**src/sv/tape_device_controller_macros.svh**
```systemverilog
// assertion macros shared by the tape controller rtl
// depends on: nothing; users supply clk and rst_n in scope
`ifndef TAPE_DEVICE_CONTROLLER_MACROS_SVH
`define TAPE_DEVICE_CONTROLLER_MACROS_SVH

// property must hold at every clock edge outside reset
`define TDC_ASSERT(label, prop, msg) \
  label: assert property (@(posedge clk) disable iff (!rst_n) (prop)) else $error(msg);

// antecedent in this cycle forces consequent in the next cycle
`define TDC_ASSERT_NEXT(label, ante, cons, msg) \
  label: assert property (@(posedge clk) disable iff (!rst_n) (ante) |=> (cons)) else $error(msg);

`endif

```
**src/sv/tdc_pkg.sv**
```systemverilog
// shared types, codes and defaults of the tape device controller
// depends on: nothing
`timescale 1ns / 1ps

package tdc_pkg;

  // parameter defaults
  localparam int NUM_TAPES_DEF        = 8;
  localparam int BLOCK_INDEX_BITS_DEF = 32;

  localparam int TAPE_IDX_W = 3;
  localparam int OP_W       = 8;
  localparam int CMD_W      = 3;
  localparam int STATUS_W   = 3;
  localparam int ADDR_W     = 32;
  localparam int IRQ_W      = 8;

  typedef logic [OP_W-1:0]     op_t;
  typedef logic [CMD_W-1:0]    cmd_t;
  typedef logic [STATUS_W-1:0] status_t;

  // item kinds
  localparam logic KIND_MAILBOX = 1'b0;
  localparam logic KIND_SERVICE = 1'b1;

  // mailbox operation codes
  localparam op_t OP_RESET    = 8'd0;
  localparam op_t OP_ACK      = 8'd1;
  localparam op_t OP_READREGS = 8'd2;
  localparam op_t OP_SKIP     = 8'd3;
  localparam op_t OP_READ     = 8'd4;
  localparam op_t OP_WRITE    = 8'd5;

  // stored last command codes
  localparam cmd_t CMD_RESET = 3'd0;
  localparam cmd_t CMD_ACK   = 3'd1;
  localparam cmd_t CMD_SKIP  = 3'd3;
  localparam cmd_t CMD_READ  = 3'd4;
  localparam cmd_t CMD_WRITE = 3'd5;

  // drive status codes
  localparam status_t ST_ABSENT  = 3'd0;
  localparam status_t ST_READY   = 3'd1;
  localparam status_t ST_BUSY    = 3'd2;
  localparam status_t ST_RDERR   = 3'd3;
  localparam status_t ST_ILLEGAL = 3'd4;

  // one input item
  typedef struct packed {
    logic                  command;
    logic [TAPE_IDX_W-1:0] tape_index;
    op_t                   tape_op;
    logic [ADDR_W-1:0]     buffer_address;
    logic                  transfer_ok;
  } item_t;

  // decision of the command unit for one item
  typedef struct packed {
    status_t status;
    cmd_t    cmd;
    logic    load_addr;
    logic    blk_inc;
    logic    int_set;
    logic    int_clr;
    logic    written;
    logic    timer;
    logic    xreq;
    logic    xwr;
  } exec_t;

endpackage

```
**src/sv/tdc_exec.sv**
```systemverilog
// command decode and status update for one tape item
// depends on: tdc_pkg
`timescale 1ns / 1ps

module tdc_exec import tdc_pkg::*; (
  input  item_t   item,
  input  logic    present,
  input  status_t cur_status,
  input  cmd_t    cur_cmd,
  output exec_t   ex
);

  logic busy;

  assign busy = (cur_status == ST_BUSY);

  // decide new status, command and side effects
  always_comb begin
    ex           = '0;
    ex.status    = cur_status;
    ex.cmd       = cur_cmd;
    if (!present) begin
      // absent drive only answers read registers
      ex.written = (item.command == KIND_MAILBOX) && (item.tape_op == OP_READREGS);
    end else if (item.command == KIND_MAILBOX) begin
      ex.written = 1'b1;
      unique case (item.tape_op) inside
        OP_RESET: begin
          ex.cmd    = CMD_RESET;
          ex.status = ST_READY;
        end
        OP_ACK: begin
          if (!busy) begin
            ex.cmd     = CMD_ACK;
            ex.status  = ST_READY;
            ex.int_clr = 1'b1;
          end
        end
        OP_READREGS: begin
        end
        OP_SKIP, OP_READ, OP_WRITE: begin
          if (!busy) begin
            ex.cmd       = item.tape_op[CMD_W-1:0];
            ex.load_addr = (item.tape_op != OP_SKIP);
            ex.status    = ST_BUSY;
            ex.timer     = 1'b1;
          end
        end
        default: begin
          ex.status = ST_ILLEGAL;
        end
      endcase
    end else if (busy) begin
      // service finishes the pending command
      if (cur_cmd == CMD_SKIP) begin
        ex.blk_inc = 1'b1;
        ex.status  = ST_READY;
        ex.int_set = 1'b1;
        ex.written = 1'b1;
      end else if (cur_cmd == CMD_READ || cur_cmd == CMD_WRITE) begin
        ex.xreq    = 1'b1;
        ex.xwr     = (cur_cmd == CMD_WRITE);
        ex.status  = item.transfer_ok ? ST_READY : ST_RDERR;
        ex.int_set = item.transfer_ok;
        ex.written = 1'b1;
      end
    end
  end

endmodule

```
**src/sv/tape_device_controller.sv**
```systemverilog
// tape device controller top level: item register, per-drive state, result register
// depends on: tdc_pkg, tdc_exec, tape_device_controller_macros.svh
//
// Usage
//   in_ channel: one item per transfer, a mailbox command or a service event
//     for one drive. Accepted when in_valid is high and in_stall is low.
//   out_ channel: exactly one result per item, in order, accepted when
//     out_valid is high and out_stall is low.
//   cfg_ channel: writes installed_mask; cfg_ready is always high. Write it
//     only while no item is in flight.
// Flow: the result register loads from the item register when it is empty
//   or its result is taken. Throughput: one item per cycle while out_stall
//   is low; the per-drive state is read and written as an item passes from
//   the item register to the result register, so consecutive items to the
//   same drive see each other's updates.
// Reset (rst_n low, synchronous): all drives ready, last command reset,
//   buffer address and block position zero, no pending interrupts, mask
//   clear, both pipeline stages empty.
// Stall: while out_stall holds a result, the block still takes one more
//   item into its item register, then raises in_stall.
`timescale 1ns / 1ps
`include "tape_device_controller_macros.svh"

module tape_device_controller import tdc_pkg::*; #(
  parameter int NUM_TAPES        = NUM_TAPES_DEF,
  parameter int BLOCK_INDEX_BITS = BLOCK_INDEX_BITS_DEF
) (
  input  logic                        clk,
  input  logic                        rst_n,
  // configuration
  input  logic                        cfg_valid,
  output logic                        cfg_ready,
  input  logic [IRQ_W-1:0]            cfg_data,
  // items
  input  logic                        in_valid,
  output logic                        in_stall,
  input  logic                        in_command,
  input  logic [TAPE_IDX_W-1:0]       in_tape_index,
  input  logic [OP_W-1:0]             in_tape_op,
  input  logic [ADDR_W-1:0]           in_buffer_address,
  input  logic                        in_transfer_ok,
  // results
  output logic                        out_valid,
  input  logic                        out_stall,
  output logic [STATUS_W-1:0]         out_status_out,
  output logic [CMD_W-1:0]            out_command_out,
  output logic [ADDR_W-1:0]           out_data0_out,
  output logic                        out_data1_out,
  output logic                        out_mailbox_written,
  output logic [IRQ_W-1:0]            out_irq_pending,
  output logic                        out_timer_start,
  output logic                        out_transfer_request,
  output logic                        out_transfer_write,
  output logic [ADDR_W-1:0]           out_transfer_block
);

  localparam int SLOT_W = (NUM_TAPES > 1) ? $clog2(NUM_TAPES) : 1;
  localparam logic [TAPE_IDX_W:0] NUM_TAPES_V = (TAPE_IDX_W+1)'(NUM_TAPES);

  typedef logic [BLOCK_INDEX_BITS-1:0] blk_t;

  // pipeline control
  logic in_acc, adv;
  logic in_v_r, in_v_nxt;
  logic out_v_r, out_v_nxt;
  item_t item_r;

  // per-drive state
  logic [IRQ_W-1:0]  mask_r;
  status_t           status_r [NUM_TAPES];
  cmd_t              cmd_r    [NUM_TAPES];
  logic [ADDR_W-1:0] addr_r   [NUM_TAPES];
  blk_t              blk_r    [NUM_TAPES];
  logic [IRQ_W-1:0]  pend_r, pend_nxt;

  // current item view
  logic              present;
  logic [SLOT_W-1:0] slot;
  logic [IRQ_W-1:0]  bit_sel;
  status_t           cur_status;
  cmd_t              cur_cmd;
  logic [ADDR_W-1:0] cur_addr;
  blk_t              cur_blk;
  logic [ADDR_W-1:0] addr_nxt;
  exec_t             ex;

  // result registers
  status_t           res_status_r;
  cmd_t              res_cmd_r;
  logic [ADDR_W-1:0] res_data0_r;
  logic              res_data1_r;
  logic              res_written_r;
  logic              res_timer_r;
  logic              res_xreq_r;
  logic              res_xwr_r;
  blk_t              res_xblk_r;

  // handshakes
  assign cfg_ready = 1'b1;
  assign adv       = in_v_r && (!out_v_r || !out_stall);
  assign in_stall  = in_v_r && !adv;
  assign in_acc    = in_valid && !in_stall;
  assign in_v_nxt  = in_acc ? 1'b1 : (adv ? 1'b0 : in_v_r);
  assign out_v_nxt = adv ? 1'b1 : (out_stall ? out_v_r : 1'b0);

  // drive lookup
  assign present    = ({1'b0, item_r.tape_index} < NUM_TAPES_V) && mask_r[item_r.tape_index];
  assign slot       = SLOT_W'(item_r.tape_index);
  assign bit_sel    = IRQ_W'(1) << item_r.tape_index;
  assign cur_status = status_r[slot];
  assign cur_cmd    = cmd_r[slot];
  assign cur_addr   = addr_r[slot];
  assign cur_blk    = blk_r[slot];

  tdc_exec u_exec (
    .item       (item_r),
    .present    (present),
    .cur_status (cur_status),
    .cur_cmd    (cur_cmd),
    .ex         (ex)
  );

  // updated buffer address and interrupt byte
  assign addr_nxt = ex.load_addr ? item_r.buffer_address : cur_addr;
  always_comb begin
    pend_nxt = pend_r;
    if (ex.int_set) begin
      pend_nxt = pend_nxt | bit_sel;
    end
    if (ex.int_clr) begin
      pend_nxt = pend_nxt & ~bit_sel;
    end
  end

  // control and drive state
  always_ff @(posedge clk) begin
    if (!rst_n) begin
      in_v_r  <= 1'b0;
      out_v_r <= 1'b0;
      mask_r  <= '0;
      pend_r  <= '0;
      for (int i = 0; i < NUM_TAPES; i++) begin
        status_r[i] <= ST_READY;
        cmd_r[i]    <= CMD_RESET;
        addr_r[i]   <= '0;
        blk_r[i]    <= '0;
      end
    end else begin
      in_v_r  <= in_v_nxt;
      out_v_r <= out_v_nxt;
      if (cfg_valid && cfg_ready) begin
        mask_r <= cfg_data;
      end
      if (adv && present) begin
        status_r[slot] <= ex.status;
        cmd_r[slot]    <= ex.cmd;
        addr_r[slot]   <= addr_nxt;
        pend_r         <= pend_nxt;
        if (ex.blk_inc) begin
          blk_r[slot] <= cur_blk + BLOCK_INDEX_BITS'(1);
        end
      end
    end
  end

  // item and result payload
  always_ff @(posedge clk) begin
    if (in_acc) begin
      item_r.command        <= in_command;
      item_r.tape_index     <= in_tape_index;
      item_r.tape_op        <= in_tape_op;
      item_r.buffer_address <= in_buffer_address;
      item_r.transfer_ok    <= in_transfer_ok;
    end
    if (adv) begin
      res_status_r  <= present ? ex.status : ST_ABSENT;
      res_cmd_r     <= present ? ex.cmd : CMD_RESET;
      res_data0_r   <= present ? addr_nxt : '0;
      res_data1_r   <= !present;
      res_written_r <= ex.written;
      res_timer_r   <= ex.timer;
      res_xreq_r    <= ex.xreq;
      res_xwr_r     <= ex.xwr;
      res_xblk_r    <= ex.xreq ? cur_blk : '0;
    end
  end

  // outputs
  assign out_valid            = out_v_r;
  assign out_status_out       = res_status_r;
  assign out_command_out      = res_cmd_r;
  assign out_data0_out        = res_data0_r;
  assign out_data1_out        = res_data1_r;
  assign out_mailbox_written  = res_written_r;
  assign out_irq_pending      = pend_r;
  assign out_timer_start      = res_timer_r;
  assign out_transfer_request = res_xreq_r;
  assign out_transfer_write   = res_xwr_r;
  assign out_transfer_block   = ADDR_W'(res_xblk_r);

  // checks
  `TDC_ASSERT(a_xfer_not_timer, !(out_valid && out_transfer_request && out_timer_start),
    "transfer and timer start in one result")
  `TDC_ASSERT(a_write_has_req, !(out_valid && out_transfer_write && !out_transfer_request),
    "transfer direction without transfer")
  `TDC_ASSERT(a_absent_quiet, !(out_valid && out_data1_out &&
    (out_status_out != ST_ABSENT || out_timer_start || out_transfer_request)),
    "absent drive result carries activity")
  `TDC_ASSERT_NEXT(a_item_held, in_v_r && !adv, in_v_r,
    "item dropped from the item register")

endmodule

```
**config.mk**
```make
export PLATFORM = sky130hd
export DESIGN_NAME = tape_device_controller
export DESIGN_NICKNAME = d
export VERILOG_FILES = /design/src/sv/tdc_pkg.sv /design/src/sv/tdc_exec.sv /design/src/sv/tape_device_controller.sv
export VERILOG_INCLUDE_DIRS = /design/src /design/src/sv
export SDC_FILE = /design/constraint.sdc
export NUM_CORES = 1
export LEC_CHECK = 0
export BUFFER_PORTS_ARGS = -buffer_cell sky130_fd_sc_hd__buf_4
export CORE_MARGIN = 2
export CORE_UTILIZATION = 35
export CTS_CLUSTER_DIAMETER = 50
export DETAILED_ROUTE_END_ITERATION = 12
export GPL_TIMING_DRIVEN = 0
export HOLD_SLACK_MARGIN = 0.03
export SLEW_MARGIN = 10
export SYNTH_ARGS = -nofsm -noshare
export SYNTH_HDL_FRONTEND = slang
export SYNTH_HIERARCHICAL = 1
export SYNTH_SLANG_ARGS = --single-unit
```
**constraint.sdc**
```tcl
create_clock -name clk -period 6 [get_ports clk]
set_input_delay 0.3 -clock clk [delete_from_list [all_inputs] [get_ports clk]]
set_output_delay 0.3 -clock clk [all_outputs]
set_load 0.05 [all_outputs]
```
Yosys cells after proc, flatten, opt, wreduce, memory -nomap -nowiden --
Memories as Yosys holds them, arrays and structs flattened. A register that Yosys moved wholly into a read port is not among the register bits. Cells that the tools add are included.
Word-level totals: bits in registers 138, bits in writable memories 560, bits of input ports 58, output and inout port bits 86, logic and storage cells 128, memories 4
Cells by class: add/sub/neg operators 1, magnitude comparators 1, equality and inequality tests 11, shift operators 1, muxes and demuxes 63, bitwise gates (word level) 8, reductions and logical operators 21
Memories:
- addr_r | depth 8, bits a word 32, read ports 1, clocked after Yosys merged registers in 1, write ports 8, RTL line tape_device_controller.sv:72 | logic [ADDR_W-1:0] addr_r [NUM_TAPES];
- blk_r | depth 8, bits a word 32, read ports 1, clocked after Yosys merged registers in 1, write ports 8, RTL line tape_device_controller.sv:73 | blk_t blk_r [NUM_TAPES];
- cmd_r | depth 8, bits a word 3, read ports 1, clocked after Yosys merged registers in 1, write ports 8, RTL line tape_device_controller.sv:71 | cmd_t cmd_r [NUM_TAPES];
- status_r | depth 8, bits a word 3, read ports 1, clocked after Yosys merged registers in 1, write ports 8, RTL line tape_device_controller.sv:70 | status_t status_r [NUM_TAPES];
Operators with widths (count):
- two-way mux 32 bit | 3
- OR reduction 32 bit | 2
- two-way mux 3 bit | 14
- adder 32 x 1 -> 32 bit (second input constant) | 1
- two-way mux 1 bit | 29
- equality test 8 x 2 -> 1 bit (second input constant) | 2
- equality test 8 x 3 -> 1 bit (second input constant) | 2
- two-way mux 2 bit | 8
- two-way mux 8 bit | 2
- case mux 3 bit (4 select lines) | 1
- OR reduction 3 bit | 4
- two-way mux 10 bit | 1
- case mux 3 bit (3 select lines) | 1
- AND 8 bit | 1
- equality test 8 x 1 -> 1 bit (second input constant) | 1
- logical NOT 8 bit | 1
- inequality test 8 x 2 -> 1 bit (second input constant) | 1
- inverter 8 bit | 1
- bitwise OR 8 bit | 1
- << shifter 1 x 3 -> 8 bit (first input constant) | 1
- two-way mux 7 bit | 1
- equality test 3 x 2 -> 1 bit (second input constant) | 2
- equality test 3 bit (second input constant) | 2
- two-way mux 6 bit | 1
- 10 further kinds | 23

Longest topological paths before layout --
Gate-level depths: netlist of the first run.
depth in word-level cells 13, mapped depth 18, gate-level depth less buffers 10

Modules after synthesis --
Netlist of the first run, hierarchy kept.
By module, submodules not included:
- tape_device_controller | times used 1, cells each 2013, area an instance 29360.7 um^2
- tdc_exec | times used 1, cells each 52, area an instance 357.8 um^2

Worst setup path after synthesis of the first run --
OpenSTA, ideal clock, no wires.
path type reg-to-reg, from reg (tool-made name), to mem blk_r[2][0] in the netlist's numbering, enable pin, library setup time 0.389 ns, arrival time 4.889 ns, path slack 0.722 ns, stages on the path, launching flop included 19, period minus slack after synthesis 5.278 ns, cell sequence dfxtp_1 buf_4 buf_12 buf_12 buf_12 buf_4 buf_1 buf_2 mux4_2 nand2_1 nand2_1 nor3b_1 nand3_1 nor2_1 and2_1 clkbuf_1 nand2_1 clkbuf_1 nand2_1
RTL lines (RTL line):
- end, declared | tape_device_controller.sv:73

==> impl_metrics.json, run 1 <==
{
  "core_area_um2": 83800,
  "synth_ff_type": "edfxtp_1",
  "grtUsageMet1_pct": 23.9,
  "synthArstFlopShare_pct": 0,
  "drc": 0,
  "finalSetupViolCount": 0,
  "place_congestion": 0.830,
  "critPathKind": "reg -> reg",
  "floorplan.die_area_um2": 87300,
  "drv_cap": 0,
  "start_kind": "flop",
  "grt-busiest-layer": "met2",
  "synth_top_area_share_pct": 68.7,
  "cts_tree": "yes",
  "antenna_left": 0,
  "fin_tns_setup_ps": 0,
  "cts_buffers": 89,
  "grt_pass1_wl_um": 121000,
  "hold_violations": 0,
  "finalCritPeriodShare_pct": 94.5,
  "syn-instance-count": 2065,
  "cp.required_ps": 6320,
  "grtUsageMet2_pct": 32.0,
  "avgSynthCellArea_um2": 14.4,
  "synth_top_area_cell": "edfxtp_1",
  "critPathCaptureType": "flop",
  "rsz0062_at_grt": "no",
  "synth_area_leaders": "edfxtp_1 69%, mux4_2 10%, nor2_1 8.2%, nand2_1 1.8%, dfxtp_1 1.4%",
  "worstPathArrival_ps": 5990,
  "holdWs_ps": 201,
  "rows": 106,
  "pre_cts_slack_ps": -1590,
  "fin_skew_ps": 18.8,
  "pin_count": 144,
  "place_hpwl_um": 54300,
  "syn_nets": 2124,
  "io_buffers": 141,
  "multi_input_area_um2": 8340,
  "worst_pin_slew_ps": 1150,
  "grt_pass1_vias": 19100,
  "cts_setup_buffers": 0,
  "seq_area_um2": 20800,
  "clock_path_buffers": 3,
  "min_period_ps": 5670,
  "finalNetCount": 2425,
  "path_clk_slew_ps": 50,
  "use_met3_pct": 5.18,
  "clkLatencyLatePin_ps": 640,
  "power.leakage_uw": 0.0127,
  "ir_drop_uv": 209,
  "viasPerCell": 5.17,
  "synth_seq_area_share_pct": 70.1,
  "fin_ws_ps": 330,
  "p_total_uw": 12100,
  "yosys_warnings": 6,
  "htreeDepth": 3,
  "max_freq_ghz": 0.176,
  "gr-total-overflow": 0,
  "firstDrtPassIters": 5,
  "outcome": "completed",
  "wl_per_cell_um": 22.9,
  "fill_cells": 7684,
  "via_count": 18500,
  "min_path_type": "in -> reg",
  "area_delta_synth_final_pct": 21.9,
  "maxSlewHeadroom_pct": 21.4,
  "grt_usage_pct": 19.0,
  "routed_wl_um": 81700,
  "cp_max_fo": 22,
  "synth-edff-count": 680,
  "syn_area_um2": 29700,
  "synth.distinct_cells": 63,
  "antenna_found_initial": 4,
  "cts.sink_count": 701,
  "power_density_nw_per_um2": 333,
  "grt_max_degree": 42,
  "ys_ff_latch": 701,
  "cts-root-buf": "clkbuf_16",
  "die_w_um": 295,
  "drt-initial-drc-count": 2020,
  "drive_gt1_share_pct": 21.8,
  "slew_violations": 0,
  "start_util_pct": 35.5,
  "floorplan.die.height_um": 295
}
==> report_power, final <==
group	total [uW]	switching (uW)	internal (uW)
Sequential	5590	56.0	5540
Clock	5380	2110	3270
Combinational	1110	714	393
Total	12100	2880	9200
==> per-stage QoR <==
step,utilization (%),std cells,area (um2)
after global placement,38.4,3340,32200
final,43.2,3572,36200
after floorplan,-,2065,29700
after global routing,43.2,3571,36200
after CTS,43.2,3574,36200
after detailed placement,38.9,3358,32600
==> metal layers <==
metal,vias to the layer above,part of all wire (%)
li1,8151,-
met1,9389,39
met2,766,49
met3,163,8.9
met4,0,3.0
met5,-,0
==> kinds of logic after synthesis <==
group	Yosys count	synth area share, %
AND/OR/NAND/NOR	890	12.4
flip-flops	701	70.1
multiplexers	189	12.2
buffers and inverters	142	2.16
AO/OA/AOI/OAI	112	2.21
XOR/XNOR	29	0.905
adder cells (fa/ha/maj)	1	0.0421
other	1	0.0126
==> timing repair <==
action                                 CTS  global route
resized for setup                       10            21
hold buffers                            56             0
endpoints found under the hold margin   62             0
pin swaps                                0             0
setup endpoints to repair              834           361
==> registers in the layout (all words and copies together), names as in the netlist, 3 cells and up, named ones only <==
| name | cells |
|---|---|
| out_data0_out | 32 |
| addr_r | 256 |
| out_irq_pending | 8 |
| out_status_out | 3 |
| out_command_out | 3 |
| blk_r | 256 |
| slot | 3 |
| cmd_r | 24 |
| mask_r | 8 |
| status_r | 24 |
| out_transfer_block | 32 |
| item_r | 42 |
==> critical path, cell delays in order (launching register included) <==
cell and delay, ps:
dfxtp_1 320, buf_4 140, buf_12 160, buf_12 170, buf_12 170, buf_4 380, buf_2 440, mux4_2 550
nand2_1 80, nand2_1 190, nor3b_4 420, nand3_1 190, nor2_1 210, and2_1 150, clkbuf_1 290, nand2_1 390
clkbuf_1 460, nand2_4 360, buf_12 240
==> path summary, 6_finish.rpt <==
path / from / to / slack, ps / depth (start not counted)
max: flop / blk_r[0][15] / 330 / 18
min: cfg_valid / mask_r[4] / 200 / 3
max reg2reg: flop / blk_r[0][15] / 330 / 18
min reg2reg: in_v_r / out_valid / 500 / 2
==> cell usage in the layout (no fill, tap or decap), drive strengths merged, types with 6 or more instances in the layout <==
cell / Yosys / layout
mux4: 136 / 136
mux2i: 38 / 38
xnor2: 20 / 20
or2: 10 / 10
a21oi: 80 / 80
buf: 39 / 193
nand4: 9 / 9
nand3b: 6 / 6
clkbuf: 88 / 192
nor2: 650 / 650
nor4: 8 / 8
nand2: 145 / 145
inv: 8 / 18
nor3: 14 / 14
edfxtp: 680 / 680
xor2: 9 / 9
bufinv: 0 / 11
dfxtp: 21 / 21
dlygate4sd3: 0 / 56
o21ai: 9 / 9
clkinv: 7 / 39
nand2b: 7 / 7
and2: 13 / 13
mux2: 15 / 15
==> layout make-up <==
cell class	instances	area share (%)
well taps	1134	3.92
multi-input cells	1222	23.0
inverters	15	0.162
flip-flops and latches	701	57.5
clock inverters	58	1.79
clock buffers	104	6.42
diodes	1	0.00691
repair buffers	215	5.57
plain buffers	122	1.60
==> synth_stat cells (all sizes together), types with 2 or more instances <==
cell / count
a21o: 4
mux2i: 38
mux2: 15
clkbuf: 88
or2: 10
and3b: 3
edfxtp: 680
nor4: 8
nor2b: 4
a311oi: 4
and2: 13
a21oi: 80
nand3b: 6
nand4: 9
or3: 3
o21ai: 9
dfxtp: 21
clkinv: 7
nor3: 14
nand2b: 7
nand3: 5
mux4: 136
buf: 39
nor3b: 5
a221oi: 3
and3: 3
nor2: 650
o22ai: 2
xor2: 9
xnor2: 20
nand2: 145
inv: 8
(Power assumes the default switching activity.)
==> inputs of run 2 (changes only) <==
--- a/config.mk
+++ b/config.mk
@@ -7,12 +7,14 @@
 export NUM_CORES = 1
 export LEC_CHECK = 0
 export BUFFER_PORTS_ARGS = -buffer_cell sky130_fd_sc_hd__buf_4
+export CORE_ASPECT_RATIO = 0.8
 export CORE_MARGIN = 2
-export CORE_UTILIZATION = 35
+export CORE_UTILIZATION = 55
 export CTS_CLUSTER_DIAMETER = 50
 export DETAILED_ROUTE_END_ITERATION = 12
 export GPL_TIMING_DRIVEN = 0
 export HOLD_SLACK_MARGIN = 0.03
+export PLACE_DENSITY = 0.73
 export SLEW_MARGIN = 10
 export SYNTH_ARGS = -nofsm -noshare
 export SYNTH_HDL_FRONTEND = slang
==> constraint.sdc (replaced) <==
create_clock -name clk -period 5.55 [get_ports clk]
set_input_delay 0.2775 -clock clk [delete_from_list [all_inputs] [get_ports clk]]
set_output_delay 0.2775 -clock clk [all_outputs]
set_load 0.05 [all_outputs]
==> run 2 against run 1 <==
  * Total power is 0.83% higher
  * Global-route usage increased by 8.9 points
  * Sequential power is 8.1% higher
  * Clock-buffer cell count shrank 20
  * Flip-flop and latch count stayed put
  * Setup slack got worse by 130 ps
  * Non-clock buffer count is 1 lower
==> impl_metrics.json, run 2 (synthesis gave the netlist of run 1 again) <==
{
  "htreeDepth": 3,
  "critPathCaptureType": "flop",
  "drt-initial-drc-count": 3020,
  "grtUsageMet2_pct": 42.9,
  "slew_violations": 0,
  "grt_pass1_vias": 19000,
  "die_w_um": 264,
  "dpl.cell_count": 2926,
  "antenna_cells": 0,
  "grt-busiest-layer": "met2",
  "finalSetupViolCount": 0,
  "stdcell_area_um2": 35100,
  "floorplan.die.height_um": 212,
  "viasPerCell": 6.17,
  "cts_buffers": 71,
  "fin_skew_ps": 29.6,
  "grtUsageMet1_pct": 40.3,
  "area_delta_synth_final_pct": 18.2,
  "via_count": 19100,
  "floorplan.die_area_um2": 55900,
  "outcome": "completed",
  "fin_ws_ps": 198,
  "pin_count": 144,
  "layout_commonest_cell": "edfxtp_1",
  "drc": 0,
  "gr-total-overflow": 0,
  "pre_cts_slack_ps": -1620,
  "clock_path_buffers": 3,
  "rows": 76,
  "cts-root-buf": "clkbuf_16",
  "max_freq_ghz": 0.187,
  "grt_usage_pct": 27.9,
  "firstDrtPassIters": 6,
  "power_density_nw_per_um2": 347,
  "start_kind": "flop",
  "place_congestion": 0.878,
  "power.leakage_uw": 0.0124,
  "io_buffers": 141,
  "worstPathArrival_ps": 5650,
  "antenna_left": 0,
  "cts.sink_count": 701,
  "grt_pass1_wl_um": 115000,
  "drive_gt1_share_pct": 21.0,
  "cp.required_ps": 5850,
  "wl_per_cell_um": 25.0,
  "finalNetCount": 2406,
  "routed_wl_um": 77500,
  "core_area_um2": 53600,
  "fin_cells": 3103,
  "place_hpwl_um": 49200,
  "drv_cap": 0,
  "min_path_type": "in -> reg",
  "worst_pin_slew_ps": 1090,
  "antenna_found_initial": 0,
  "finalCritPeriodShare_pct": 96.4,
  "final_util_pct": 65.5,
  "most-common-layout-cells": "680 x edfxtp_1, 649 x nor2_1, 146 x buf_4",
  "path_clk_slew_ps": 60,
  "maxSlewHeadroom_pct": 27.4,
  "cp_max_fo": 28,
  "cts_tree": "yes",
  "clkLatencyLatePin_ps": 620,
  "use_met3_pct": 6.53,
  "critPathKind": "reg -> reg",
  "hold_violations": 0,
  "start_util_pct": 55.4,
  "min_period_ps": 5350,
  "reg_top3": "addr_r (256), blk_r (256), item_r (42)",
  "place_area_um2": 32100,
  "fill_cells": 3733,
  "ir_drop_uv": 205,
  "grt_max_degree": 40
}
-- run 2: worst paths after layout --
path / slack, ps / depth (start not counted) / start / to
worst max register to register: 200 / 16 / flop / blk_r[4][22]
worst min-delay path: 210 / 3 / cfg_valid / mask_r[1]
worst max-delay path: 200 / 16 / flop / blk_r[4][22]
worst min register to register: 500 / 2 / mask_r[6] / mask_r[6]
-- run 2: area by class of cell --
type	count	area, um2	share of cell area [%]
Sequential cell	701	20800	59.3
Inverter	15	58.8	0.167
Timing Repair Buffer	216	2030	5.78
Tap cell	702	878	2.50
Buffer	120	571	1.62
Clock buffer	84	1890	5.37
Clock inverter	43	479	1.36
Multi-Input combinational cell	1222	8370	23.8
-- run 2: power by group --
part / switching, uW / internal, uW / total, uW
clock network: 2090 / 2830 / 4910
registers: 63.1 / 5980 / 6040
logic: 789 / 427 / 1220
total: 2940 / 9230 / 12200
-- run 2: worst max-delay path: stages (launching register included) --
cell and delay (ps):
dfxtp_1 340, buf_2 340, buf_2 380, buf_6 340
clkbuf_2 370, mux4_2 360, nand2_1 100, nand2_1 170
nor3b_4 410, nand3_1 190, nor2_1 210, and2_1 160
clkbuf_1 290, nand2_1 260, clkbuf_1 420, nand2_4 410
buf_16 230
-- run 2: timing repair --
action	in CTS	in global routing
setup buffers	0	1
cloned	0	0
gates resized for setup	11	22
pin swaps	0	1
endpoints found under the setup margin	868	533
hold buffers	56	0
endpoints found under the hold margin	62	0
-- run 2: metrics by stage --
stage / setup TNS, ps / power, uW / hold WS (ps)
detailed placement: -934620 / 7300 / 457
global placement: -1305620 / 7250 / 455
CTS: 0 / 12200 / 185
global route: -54.3 / 12500 / 222
floorplan: 0 / 6910 / 376
finish: 0 / 12200 / 209
-- run 2: metal layers --
| metal | part of all wire (%) | wire [um] |
|---|---|---|
| met2 | 46 | 35800 |
| met3 | 12 | 9410 |
| met1 | 39 | 30200 |
| met5 | 0 | 0 |
| met4 | 2.6 | 2040 |
==> inputs of run 3 (changes only) <==
--- a/config.mk
+++ b/config.mk
@@ -10,6 +10,7 @@
 export CORE_ASPECT_RATIO = 0.8
 export CORE_MARGIN = 2
 export CORE_UTILIZATION = 55
+export CTS_BUF_LIST = sky130_fd_sc_hd__clkbuf_8
 export CTS_CLUSTER_DIAMETER = 50
 export DETAILED_ROUTE_END_ITERATION = 12
 export GPL_TIMING_DRIVEN = 0
==> run 3 against run 2 <==
  * Core utilization shrank 0.83 points
  * Critical endpoint is now blk_r[3][19]
  * Die area did not move
  * Cell area shrank 1.3%
  * Clock-buffer cell count up 25
  * Clock power shrank 20%
  * Fmax decreased by 1.1%
  * Critical path type unchanged
  * Largest power group unchanged
==> impl_metrics.json, run 3 (synthesis gave the netlist of run 1 again) <==
{
  "outcome": "completed",
  "start_kind": "flop",
  "finalCritPeriodShare_pct": 97.5,
  "fin_skew_ps": 35.9,
  "power_density_nw_per_um2": 322,
  "cts_setup_buffers": 0,
  "cts.sink_count": 701,
  "fin_tns_setup_ps": 0,
  "rsz0062_at_grt": "no",
  "cpPeakStageDelay_ps": 530,
  "p_total_uw": 11200,
  "io_buffers": 141,
  "worstPathArrival_ps": 5800,
  "core_area_um2": 53600,
  "holdPathStages": 3,
  "drv_cap": 0,
  "ir_drop_uv": 207,
  "whs_endpoint": "mask_r[1]",
  "stdcell_area_um2": 34700,
  "htreeDepth": 3,
  "fill_cells": 3830,
  "path_cells": "clkbuf_1 > clkbuf_2 > clkbuf_2 > buf_1 > nand2_1 > nand2_1 > nor3b_4 > nand3_1 > nor2_1 > and2_1 > clkbuf_1 > nand2_1 > clkbuf_1 > nand2_4 > buf_12",
  "viasPerCell": 6.03,
  "place_congestion": 0.878,
  "cp.required_ps": 5940,
  "finalNetCount": 2441,
  "path_delay_family": "buffers and inverters",
  "cp_max_fo": 19,
  "antenna_left": 0,
  "antenna_found_initial": 0,
  "grt_max_degree": 40,
  "routed_wl_um": 76300,
  "critPathKind": "reg -> reg",
  "floorplan.die_area_um2": 55900,
  "slew_violations": 0,
  "drc": 0,
  "min_path_type": "in -> reg",
  "grt_usage_pct": 27.5,
  "cts_tree": "yes",
  "drive_gt1_share_pct": 21.3,
  "gr-total-overflow": 0,
  "worst_pin_slew_ps": 1130,
  "critPathSlowestCell": "buf_1",
  "cts_buffers": 106,
  "most-common-layout-cells": "680 x edfxtp_1, 649 x nor2_1, 146 x buf_4",
  "grt_pass1_vias": 19100,
  "finalSetupViolCount": 0,
  "cts-root-buf": "clkbuf_8",
  "start_util_pct": 55.4,
  "drt-initial-drc-count": 2891,
  "rows": 76,
  "grt_pass1_wl_um": 114000,
  "wl_per_cell_um": 24.0,
  "firstDrtPassIters": 5,
  "die_w_um": 264,
  "reg_top3": "addr_r (256), blk_r (256), item_r (42)",
  "critPathCaptureType": "flop",
  "maxSlewHeadroom_pct": 25.0,
  "hold_violations": 0,
  "ff2ff_path_depth": 15,
  "rrSetupSlack_ps": 140,
  "floorplan.die.height_um": 212,
  "area_delta_synth_final_pct": 16.7,
  "cp_num_buf_inv": 7,
  "fin_cells": 3175,
  "worstReg2RegEnd": "blk_r[3][19]",
  "place_hpwl_um": 49200,
  "clock_path_buffers": 3,
  "via_count": 19100,
  "layout_commonest_cell": "edfxtp_1",
  "path_clk_slew_ps": 60,
  "dpl.cell_count": 2926,
  "cp.depth": 15,
  "place_area_um2": 32100,
  "clkLatencyLatePin_ps": 720,
  "min_period_ps": 5410,
  "power.leakage_uw": 0.0124,
  "max_freq_ghz": 0.185,
  "pin_count": 144,
  "holdCritStartpoint": "cfg_valid"
}
==> run 3: worst max path at each step <==
stage | endpoint | slack [ps]
detailed placement | out_transfer_block[23] | -1620
floorplan | blk_r[2][0] | 270
global placement | blk_r[0][11] | -2460
global route | blk_r[2][11] | 40
CTS | blk_r[1][11] | 30
finish | blk_r[3][19] | 140
==> run 3: worst min-delay path: cells and delay by family <==
kind	cells	cell delay, ps
buffers and inverters	1	260
muxes	1	190
and+or+nand+nor	1	70
==> run 3: repair_timing <==
item | in CTS | in global routing
setup endpoints to repair | 867 | 500
hold buffers | 56 | 0
hold endpoints to repair | 62 | 0
resized for setup | 17 | 12
==> run 3: report_power, final <==
group	switching, uW	leakage, uW	internal (uW)
clock	1990	0.00114	1920
sequential	61.4	0.00711	5980
combinational	783	0.00414	426
total	2830	0.0124	8330
==> run 3: through the flow <==
step           worst slack (ps)  hold slack (ps)  util [%]
2_1_floorplan               272              376         -
3_3_place_gp              -2460              455      59.0
3_5_place_dp              -1620              457      59.8
4_1_cts                    30.5             99.1      64.6
5_1_grt                    39.2              138      64.6
6_report                    137              140      64.6
==> run 3: layout make-up <==
| class | count | area (um2) | area share, % |
|---|---|---|---|
| antenna | 2 | 5.00 | 0.0144 |
| buffer | 121 | 572 | 1.65 |
| inverter | 15 | 58.8 | 0.170 |
| clock buffer | 109 | 1500 | 4.33 |
| timing repair buffer | 215 | 2010 | 5.80 |
| multi-input combinational | 1222 | 8380 | 24.2 |
| clock inverter | 88 | 427 | 1.23 |
| sequential | 701 | 20800 | 60.1 |
| tap | 702 | 878 | 2.53 |
==> run 3: metal layers <==
| layer | share of wire (%) | GRT usage (%) | wire length, um | up-vias |
|---|---|---|---|---|
| li1 | - | - | - | 8178 |
| met1 | 39 | 39.7 | 30000 | 9497 |
| met2 | 46 | 42.1 | 35000 | 1302 |
| met3 | 12 | 6.30 | 9230 | 155 |
| met4 | 2.7 | 8.97 | 2050 | 0 |
| met5 | 0 | 0 | 0 | - |
